--- src/hdl/clrc_pkg.sv ---
package clrc_pkg;

    localparam int LATTICE_SIZE = 8;
    localparam int HALF_SIZE    = LATTICE_SIZE / 2;
    localparam int IDX_W        = $clog2(LATTICE_SIZE);
    localparam int ITER_W       = (HALF_SIZE > 1) ? $clog2(HALF_SIZE) : 1;

    localparam logic [63:0] C_PERT_GAIN  = $realtobits(0.071428571);
    localparam logic [63:0] C_PERT_SCALE = $realtobits(0.666666667);
    localparam logic [63:0] C_TENT       = $realtobits(1.99999);
    localparam logic [63:0] C_SELF_W     = $realtobits(1.0 - 0.05);
    localparam logic [63:0] C_CROSS_W    = $realtobits(0.05 / 2.0);
    localparam logic [63:0] C_ONE        = $realtobits(1.0);
    localparam logic [63:0] C_HALF       = $realtobits(0.5);

    typedef enum logic {
        FP_ADD,
        FP_MUL
    } fp_op_t;

    typedef struct packed {
        logic        start;
        fp_op_t      op;
        logic [63:0] a;
        logic [63:0] b;
    } fp_req_t;

    typedef struct packed {
        logic        done;
        logic [63:0] result;
    } fp_rsp_t;

    typedef enum logic [2:0] {
        FS_IDLE,
        FS_MUL,
        FS_MNORM,
        FS_ALIGN,
        FS_SUM,
        FS_NORM,
        FS_ROUND
    } fpu_st_t;

    typedef enum logic [3:0] {
        ST_IDLE,
        ST_PERT_MUL,
        ST_PERT_ADD,
        ST_PERT_SCALE,
        ST_TENT_SUB,
        ST_TENT_MUL,
        ST_MIX_SELF,
        ST_MIX_LEFT,
        ST_MIX_SUM,
        ST_MIX_CROSS,
        ST_MIX_ADD,
        ST_EMIT_LOAD,
        ST_EMIT_OUT
    } st_t;

    function automatic logic [63:0] seed_bits(input logic [2:0] idx);
        logic [63:0] v;
        unique case (idx)
            3'd0: v = $realtobits(0.141592);
            3'd1: v = $realtobits(0.653589);
            3'd2: v = $realtobits(0.793238);
            3'd3: v = $realtobits(0.462643);
            3'd4: v = $realtobits(0.383279);
            3'd5: v = $realtobits(0.502884);
            3'd6: v = $realtobits(0.197169);
            default: v = $realtobits(0.399375);
        endcase
        return v;
    endfunction

    function automatic logic [63:0] small_to_double(input logic [2:0] s);
        logic [63:0] v;
        unique case (s)
            3'd0: v = 64'd0;
            3'd1: v = $realtobits(1.0);
            3'd2: v = $realtobits(2.0);
            3'd3: v = $realtobits(3.0);
            3'd4: v = $realtobits(4.0);
            3'd5: v = $realtobits(5.0);
            3'd6: v = $realtobits(6.0);
            default: v = $realtobits(7.0);
        endcase
        return v;
    endfunction

endpackage

--- src/hdl/clrc_fpu.sv ---
module clrc_fpu (
    input  logic              aclk,
    input  logic              aresetn,
    input  clrc_pkg::fp_req_t req,
    output clrc_pkg::fp_rsp_t rsp
);

    clrc_pkg::fpu_st_t state_reg, state_next;
    logic [63:0]  a_reg, a_next;
    logic [63:0]  b_reg, b_next;
    logic [105:0] acc_reg, acc_next;
    logic [53:0]  pp_reg, pp_next;
    logic [6:0]   sh_reg, sh_next;
    logic         ppv_reg, ppv_next;
    logic [2:0]   cnt_reg, cnt_next;
    logic [12:0]  exp_reg, exp_next;
    logic         sgn_reg, sgn_next;
    logic         sub_reg, sub_next;
    logic [63:0]  res_reg, res_next;
    logic         done_reg, done_next;

    // multiply halves
    logic [52:0] mul_ma, mul_mb;
    logic [26:0] a_half, b_half;

    // add alignment
    logic        a_ge_b;
    logic [63:0] big, small_op;
    logic [52:0] m_big, m_small;
    logic [10:0] e_big, e_small, e_diff;
    logic [55:0] small_full, small_sh, small_ext;
    logic        small_st;
    logic [56:0] sum57;

    // rounding
    logic        rnd_up;
    logic [53:0] m54;
    logic [12:0] exp_rnd;

    always_comb begin
        mul_ma = {1'b1, a_reg[51:0]};
        mul_mb = {1'b1, b_reg[51:0]};
        a_half = cnt_reg[0] ? {1'b0, mul_ma[52:27]} : mul_ma[26:0];
        b_half = cnt_reg[1] ? {1'b0, mul_mb[52:27]} : mul_mb[26:0];

        a_ge_b   = (a_reg[62:0] >= b_reg[62:0]);
        big      = a_ge_b ? a_reg : b_reg;
        small_op = a_ge_b ? b_reg : a_reg;
        e_big    = big[62:52];
        e_small  = small_op[62:52];
        m_big    = {|e_big, big[51:0]};
        m_small  = {|e_small, small_op[51:0]};
        e_diff   = e_big - e_small;
        small_full = {m_small, 3'b000};
        if (e_diff >= 11'd56) begin
            small_sh = 56'd0;
            small_st = |m_small;
        end else begin
            small_sh = small_full >> e_diff[5:0];
            small_st = |(small_full & ((56'd1 << e_diff[5:0]) - 56'd1));
        end
        small_ext = {small_sh[55:1], small_sh[0] | small_st};

        sum57 = sub_reg ? ({1'b0, a_reg[55:0]} - {1'b0, b_reg[55:0]})
                        : ({1'b0, a_reg[55:0]} + {1'b0, b_reg[55:0]});

        rnd_up  = acc_reg[2] & (acc_reg[1] | acc_reg[0] | acc_reg[3]);
        m54     = {1'b0, acc_reg[55:3]} + {53'd0, rnd_up};
        exp_rnd = exp_reg + {12'd0, m54[53]};
    end

    always_comb begin
        state_next = state_reg;
        a_next     = a_reg;
        b_next     = b_reg;
        acc_next   = acc_reg;
        pp_next    = pp_reg;
        sh_next    = sh_reg;
        ppv_next   = ppv_reg;
        cnt_next   = cnt_reg;
        exp_next   = exp_reg;
        sgn_next   = sgn_reg;
        sub_next   = sub_reg;
        res_next   = res_reg;
        done_next  = 1'b0;
        unique case (state_reg)
            clrc_pkg::FS_IDLE: begin
                if (req.start) begin
                    a_next = req.a;
                    b_next = req.b;
                    if (req.op == clrc_pkg::FP_MUL) begin
                        sgn_next = req.a[63] ^ req.b[63];
                        exp_next = {2'b00, req.a[62:52]} + {2'b00, req.b[62:52]} - 13'd1023;
                        if (req.a[62:52] == 11'd0 || req.b[62:52] == 11'd0) begin
                            res_next  = {req.a[63] ^ req.b[63], 63'd0};
                            done_next = 1'b1;
                        end else begin
                            acc_next   = '0;
                            cnt_next   = '0;
                            ppv_next   = 1'b0;
                            state_next = clrc_pkg::FS_MUL;
                        end
                    end else begin
                        state_next = clrc_pkg::FS_ALIGN;
                    end
                end
            end
            clrc_pkg::FS_MUL: begin
                // accumulate the previous partial product while forming the next
                if (ppv_reg) begin
                    acc_next = acc_reg + ({52'd0, pp_reg} << sh_reg);
                end
                if (cnt_reg != 3'd4) begin
                    pp_next  = a_half * b_half;
                    sh_next  = (cnt_reg[0] ? 7'd27 : 7'd0) + (cnt_reg[1] ? 7'd27 : 7'd0);
                    ppv_next = 1'b1;
                    cnt_next = cnt_reg + 3'd1;
                end else begin
                    state_next = clrc_pkg::FS_MNORM;
                end
            end
            clrc_pkg::FS_MNORM: begin
                if (acc_reg[105]) begin
                    acc_next = {50'd0, acc_reg[105:51], |acc_reg[50:0]};
                    exp_next = exp_reg + 13'd1;
                end else begin
                    acc_next = {50'd0, acc_reg[104:50], |acc_reg[49:0]};
                end
                state_next = clrc_pkg::FS_ROUND;
            end
            clrc_pkg::FS_ALIGN: begin
                a_next     = {8'd0, m_big, 3'b000};
                b_next     = {8'd0, small_ext};
                sgn_next   = big[63];
                exp_next   = {2'b00, e_big};
                sub_next   = big[63] ^ small_op[63];
                state_next = clrc_pkg::FS_SUM;
            end
            clrc_pkg::FS_SUM: begin
                acc_next   = {49'd0, sum57};
                state_next = clrc_pkg::FS_NORM;
            end
            clrc_pkg::FS_NORM: begin
                priority if (acc_reg[56]) begin
                    acc_next   = {50'd0, acc_reg[56:2], acc_reg[1] | acc_reg[0]};
                    exp_next   = exp_reg + 13'd1;
                    state_next = clrc_pkg::FS_ROUND;
                end else if (acc_reg[55:0] == 56'd0) begin
                    res_next   = 64'd0;
                    done_next  = 1'b1;
                    state_next = clrc_pkg::FS_IDLE;
                end else if (acc_reg[55]) begin
                    state_next = clrc_pkg::FS_ROUND;
                end else if (acc_reg[55:48] == 8'd0) begin
                    acc_next = {50'd0, acc_reg[47:0], 8'd0};
                    exp_next = exp_reg - 13'd8;
                end else begin
                    acc_next = {50'd0, acc_reg[54:0], 1'b0};
                    exp_next = exp_reg - 13'd1;
                end
            end
            clrc_pkg::FS_ROUND: begin
                res_next   = {sgn_reg, exp_rnd[10:0], m54[53] ? 52'd0 : m54[51:0]};
                done_next  = 1'b1;
                state_next = clrc_pkg::FS_IDLE;
            end
            default: state_next = clrc_pkg::FS_IDLE;
        endcase
    end

    always_comb begin
        rsp.done   = done_reg;
        rsp.result = res_reg;
    end

    always_ff @(posedge aclk) begin
        if (!aresetn) begin
            state_reg <= clrc_pkg::FS_IDLE;
            done_reg  <= 1'b0;
            ppv_reg   <= 1'b0;
            cnt_reg   <= '0;
        end else begin
            state_reg <= state_next;
            done_reg  <= done_next;
            ppv_reg   <= ppv_next;
            cnt_reg   <= cnt_next;
        end
        a_reg   <= a_next;
        b_reg   <= b_next;
        acc_reg <= acc_next;
        pp_reg  <= pp_next;
        sh_reg  <= sh_next;
        exp_reg <= exp_next;
        sgn_reg <= sgn_next;
        sub_reg <= sub_next;
        res_reg <= res_next;
    end

endmodule
--- config.mk ---
export PLATFORM = sky130hd
export DESIGN_NAME = clrc_fpu
export DESIGN_NICKNAME = d
export VERILOG_FILES = /design/src/hdl/clrc_pkg.sv /design/src/hdl/clrc_fpu.sv
export SDC_FILE = /design/constraint.sdc
export NUM_CORES = 2
export LEC_CHECK = 0
export BUFFER_PORTS_ARGS = -buffer_cell sky130_fd_sc_hd__buf_2
export CORE_ASPECT_RATIO = 0.5
export CORE_MARGIN = 2
export CORE_UTILIZATION = 36
export CTS_CLUSTER_DIAMETER = 80
export DETAILED_ROUTE_END_ITERATION = 10
export GPL_ROUTABILITY_DRIVEN = 1
export PLACE_DENSITY = 0.48
export RECOVER_POWER = 50
export SLEW_MARGIN = 20
export SYNTH_ARGS = -nofsm -noshare
export SYNTH_HDL_FRONTEND = slang
export SYNTH_SLANG_ARGS = --single-unit
--- constraint.sdc ---
create_clock -name aclk -period 17.3 [get_ports aclk]
set_input_delay 2.595 -clock aclk [delete_from_list [all_inputs] [get_ports aclk]]
set_output_delay 2.595 -clock aclk [all_outputs]
set_load 0.02 [all_outputs]
# Word level (Yosys, flattened, before mapping)
# Cells that the tools add are included.
# Widths: inputs -> output; s select.
# word_totals
reg_bits,382
latch_bits,0
ramBits,0
rom_bits,0
in_bits,132
out_inout_bits,65
wordCells,155
n_memories,0
# op_classes
add_sub_neg,14
multipliers,1
div_mod_pow,0
order_cmp,2
n_eq_ne,21
shift,3
n_mux,65
bitwise_logic,7
reduce_logical,27
# op_table
operator,count
$mux 106,7
$mux 64,9
$pmux 106 s5,1
$pmux 64 s2,2
$pmux 64 s3,1
$mux 56,3
$add 106x106->106,1
$shl 54x7->106,1
$mux 13,7
$ge 63x63->1,1
$reduce_or 63->1,1
$add 56x56->57,1
$mux 57,1
$sub 56x56->57,1
$and 56x56->56,1
$logic_not 56->1,1
$reduce_or 56->1,1
$shl 1x6->56 const A,1
$shr 56x6->56,1
$sub 56x1->56 const B,1
$add 53x1->54,1
$mul 27x27->54,1
$mux 27,2
$mux 52,1
other kinds (44),92

# Logic depth before layout (Yosys ltp)
# depth
word_depth,10
depth_mapped,36
mapped_depth_nobuf,33

# Least setup slack after synthesis
# Ideal clock, no wire load.
# synth_timing
kind,in2reg
from,in req[129] (netlist name)
to,"reg a_reg[0], enable pin"
setup_ns,0.657
t_arrival_ns,8.832
t_required_ns,16.643
slack_ns,7.810
path_stages,2
path_buffers,0
cell_sequence,nand2_1 a21oi_1
# synth_via
elab_chain_cells,2
# synth_lines
item,line_no,source
"start, declared",clrc_fpu.sv:4,"input clrc_pkg::fp_req_t req,"
$ne 2x2->1 (no line),n/a,
$reduce_and 2->1 (no line),n/a,
"end signal, assigned",clrc_fpu.sv:188,a_reg <= a_next;
"end, declared",clrc_fpu.sv:9,"logic [63:0] a_reg, a_next;"
# Every way passes these cells.
# A chain may end at the register's enable or synchronous reset.

# Final worst setup path
# layout_timing
from,reg cnt_reg[1]
to,"reg pp_reg[51], data pin"
# layout_via
elab_chain_cells,2
# layout_lines
item,line_no,source
"start, declared",clrc_fpu.sv:15,"logic [2:0] cnt_reg, cnt_next;"
"start signal, assigned",clrc_fpu.sv:186,cnt_reg <= cnt_next;
$mux 27,clrc_fpu.sv:44,"b_half = cnt_reg[1] ? {1'b0, mul_mb[52:27]} : mul_mb[26:0];"
$mul 27x27->54,clrc_fpu.sv:114,pp_next = a_half * b_half;
"end signal, assigned",clrc_fpu.sv:191,pp_reg <= pp_next;
"end, declared",clrc_fpu.sv:12,"logic [53:0] pp_reg, pp_next;"
# Every way passes these cells.

==> run_results.csv <==
group,metric,value,unit
floorplanning,die_area,0.176,sq mm
timing,timing_max_transition_violations_final,753,
clock_tree,cts-root-buf,"clkbuf_16",
clock_tree,clock_tree.buffer_depth,3,
timing,worst-slew-pin-transition,4.86,ns
synth,async_flop_share,0,%
worst_setup_path,arrival_time_of_the_worst_setup_path,12.91,ns
grt,antenna_found_initial,15,
routing,routed_met3_length,22.6,mm
worst_setup_path,critPathRequiredTime,17.66,ns
worst_setup_path,timing.critical_path.from_type,"register",
layout,design.final.nets,8586,
routing,routed-wl-met2,106,mm
timing,number_of_endpoints_failing_setup_at_the_final_stage,0,
layout,final_core_util,39.4,%
synth,syn_area,0.0621,sq mm
layout,layout_commonest_cell,"nand2_1",
clock_tree,htree_num_levels,2,
synth,synth.yosys.seq_area_share,18.1,%
floorplanning,die_y,298,um
timing,clock.fmax,0.0797,GHz
synth,syn_inst,7422,
timing,layout_min_cycle_time,12.55,ns
clock_tree,post_cts.resized_instances,0,
floorplanning,core_area,0.171,sq mm
timing,rsz0062_at_grt,"no",
layout,drive_gt1_share,7.47,%
worst_setup_path,crit_start,"cnt_reg[1]",
grt,grt_pass1_wl,371,mm
timing,final_cycle_share,72.5,%
grt,globalRouteTotalUtil,28.5,%
min_path,worst_hold_path_type,"register to register",
worst_setup_path,rr_startpoint,"cnt_reg[1]",
synth,synth_top_flop_cell,"edfxtp_1",
routing,drc_errors,0,
routing,routed-via-count,55554,
timing,fin_tns_setup,0,ns
min_path,holdCritStartpoint,"ppv_reg",
routing,postRouteAntennaNets,0,
clock_tree,tritoncts,"yes",
clock_tree,insertion_delay,0.67,ns
routing,m1WireLength,119,mm
layout,layout-area-overhead-vs-synth,8.22,%
synth,ys_ff_latch,376,
routing,detail_route.wl_per_cell,26.4,um
grt,grt-ovfl-total,0,
layout,mostFrequentLayoutCells,"1206 x nand2_1, 803 x inv_1, 647 x nor2_1, 627 x fa_1, 525 x a21oi_1",
worst_setup_path,worst_setup_path_category,"register to register",
synth,yosys_warnings,0,
synth,synth.net_count,8628,
outcome,outcome,"finished with violations",
floorplanning,ios,197,
floorplanning,start_util,36.4,%
routing,wirelength,256,mm
outcome,violations_in_the_final_reports,"max-capacitance violations, max-slew violations",
placement,routabilityCongestion,0.972,
floorplanning,die_w,591,um
floorplanning,rows,107,
clock_tree,cts.reportedPaths.clkPinSlew,0.07,ns
routing,drt_pass1_iterations,7,
placement,placement.io_buffers,196,
clock_tree,cts.hold.buffers_added,0,
grt,grt_max_degree,143,
timing,number_of_failing_hold_endpoints_at_the_final_stage,0,
layout,largest_register_ffs,106,
routing,drtIter0Drc,6149,
synth,syn-mean-instance-area,8.36,sq um
worst_setup_path,worstPathMaxFanout,53,
timing,maxSlewHeadroom,-224,%
grt,number_of_global_route_vias_before_repair,53101,
timing,fin_worst_skew,0.0675,ns
routing,maxUsedRoutingLayer,"met5",
worst_setup_path,worst_setup_path_end_kind,"register",
routing,post_drt_via_cell_ratio,5.72,
synth,synth_enable_flop_cells,368,
clock_tree,clkSinkCount,376,
run,max_cap_viol_count,15,
placement,detailed_place_hpwl,203,mm
clock_tree,cts_inserted_buffers,49,
clock_tree,cts_post_setup_buffers_inserted,0,
synth,netlist-cell-type-count,100,
==> metal layers <==
| layer | GRT usage (%) | vias to the layer above |
|---|---|---|
| met5 | 0.162 | - |
| met4 | 8.49 | 18 |
| met3 | 5.50 | 344 |
| met2 | 40.7 | 2341 |
| met1 | 42.9 | 27642 |
| li1 | - | 25209 |
==> worst paths after layout <==
path / endpoint / slack [ns] / cells after the start
worst min register to register: ppv_reg / 0.53 / 2
worst min-delay path: ppv_reg / 0.53 / 2
worst max-delay path: pp_reg[51] / 4.75 / 27
worst max register to register: pp_reg[51] / 4.75 / 27
==> layout make-up <==
cell class	instances	area, sq um
diodes	8	20.0
fillers	17664	104000
clock inverters	29	463
multi-input cells	5807	46300
clock buffers	60	1310
flip-flops and latches	376	11200
inverters	808	3030
repair buffers	338	1930
well taps	2289	2860
==> kinds of logic after synthesis <==
family	Yosys count	synth area share, %
muxes	390	7.31
AOI/OAI and AO/OA	1529	15.7
buffers and inverters	1239	7.65
xor gates and xnor gates	324	4.64
DFF	376	18.1
adders and majority gates	1075	29.2
and+or+nand+nor	2489	17.4
==> metrics by stage <==
stage               instances  hold WS, ns  instance area [sq um]  setup WS (ns)
detailed placement       9618        0.512                  65600           7.53
floorplan                7422        0.479                  62100           7.81
CTS                      9707        0.525                  67300           7.44
finish                   9715        0.531                  67200           4.75
global placement         9618        0.513                  65600           7.66
global route             9707        0.566                  67200           3.99
==> cell usage after synthesis, types with 15 or more instances <==
library cell	count	area share (%)
o21ai_1	36	0.29
nor4_1	46	0.46
mux4_2	44	1.6
nor3_1	82	0.66
a221oi_1	38	0.54
nand3_1	101	0.81
and2_1	84	0.85
inv_1	803	4.9
xor2_1	102	1.4
or2_2	15	0.15
a41oi_1	18	0.25
buf_1	45	0.27
o31ai_1	17	0.21
a31o_2	18	0.25
nand2_1	1206	7.3
edfxtp_1	368	18
a22o_1	32	0.45
nor2_1	650	3.9
mux2_2	66	1.2
o21ai_0	286	2.3
nand2b_1	46	0.46
nor2b_1	69	0.70
or3_1	17	0.17
and3_1	65	0.66
o21bai_1	28	0.34
ha_1	447	9.0
nand4_1	58	0.58
mux2i_1	280	4.5
o211ai_1	23	0.28
o22ai_1	38	0.38
o21a_1	35	0.42
clkbuf_1	344	2.1
xnor2_1	218	3.1
a21oi_1	524	4.2
buf_2	31	0.25
a21o_1	136	1.6
a31oi_1	62	0.62
a211oi_1	38	0.46
a21boi_0	17	0.21
fa_1	627	20
o221ai_1	52	0.73
==> worst max-delay path, stage by stage (launching register included) <==
cell and delay [ns]:
dfxtp_2 0.31, clkbuf_1 2.27, o21ai_0 1.87, buf_4 0.65, nand2_1 0.12, fa_1 0.43
inv_1 0.09, fa_1 0.44, fa_1 0.54, fa_1 0.52, inv_1 0.05, fa_1 0.48
fa_1 0.56, inv_1 0.10, ha_1 0.26, or4_1 0.58, o311ai_0 0.30, a21oi_1 0.14
a21oi_1 0.34, o211ai_1 0.25, nand3_1 0.16, a31oi_1 0.13, o211ai_1 0.41, nand2_1 0.17
a21boi_0 0.52, nor4_1 0.15, nor3_1 0.22, xnor2_1 0.10
Power is left out: the tool's default activity adds up to more than one toggle a clock period on the data nets, which glitch-free logic cannot reach.
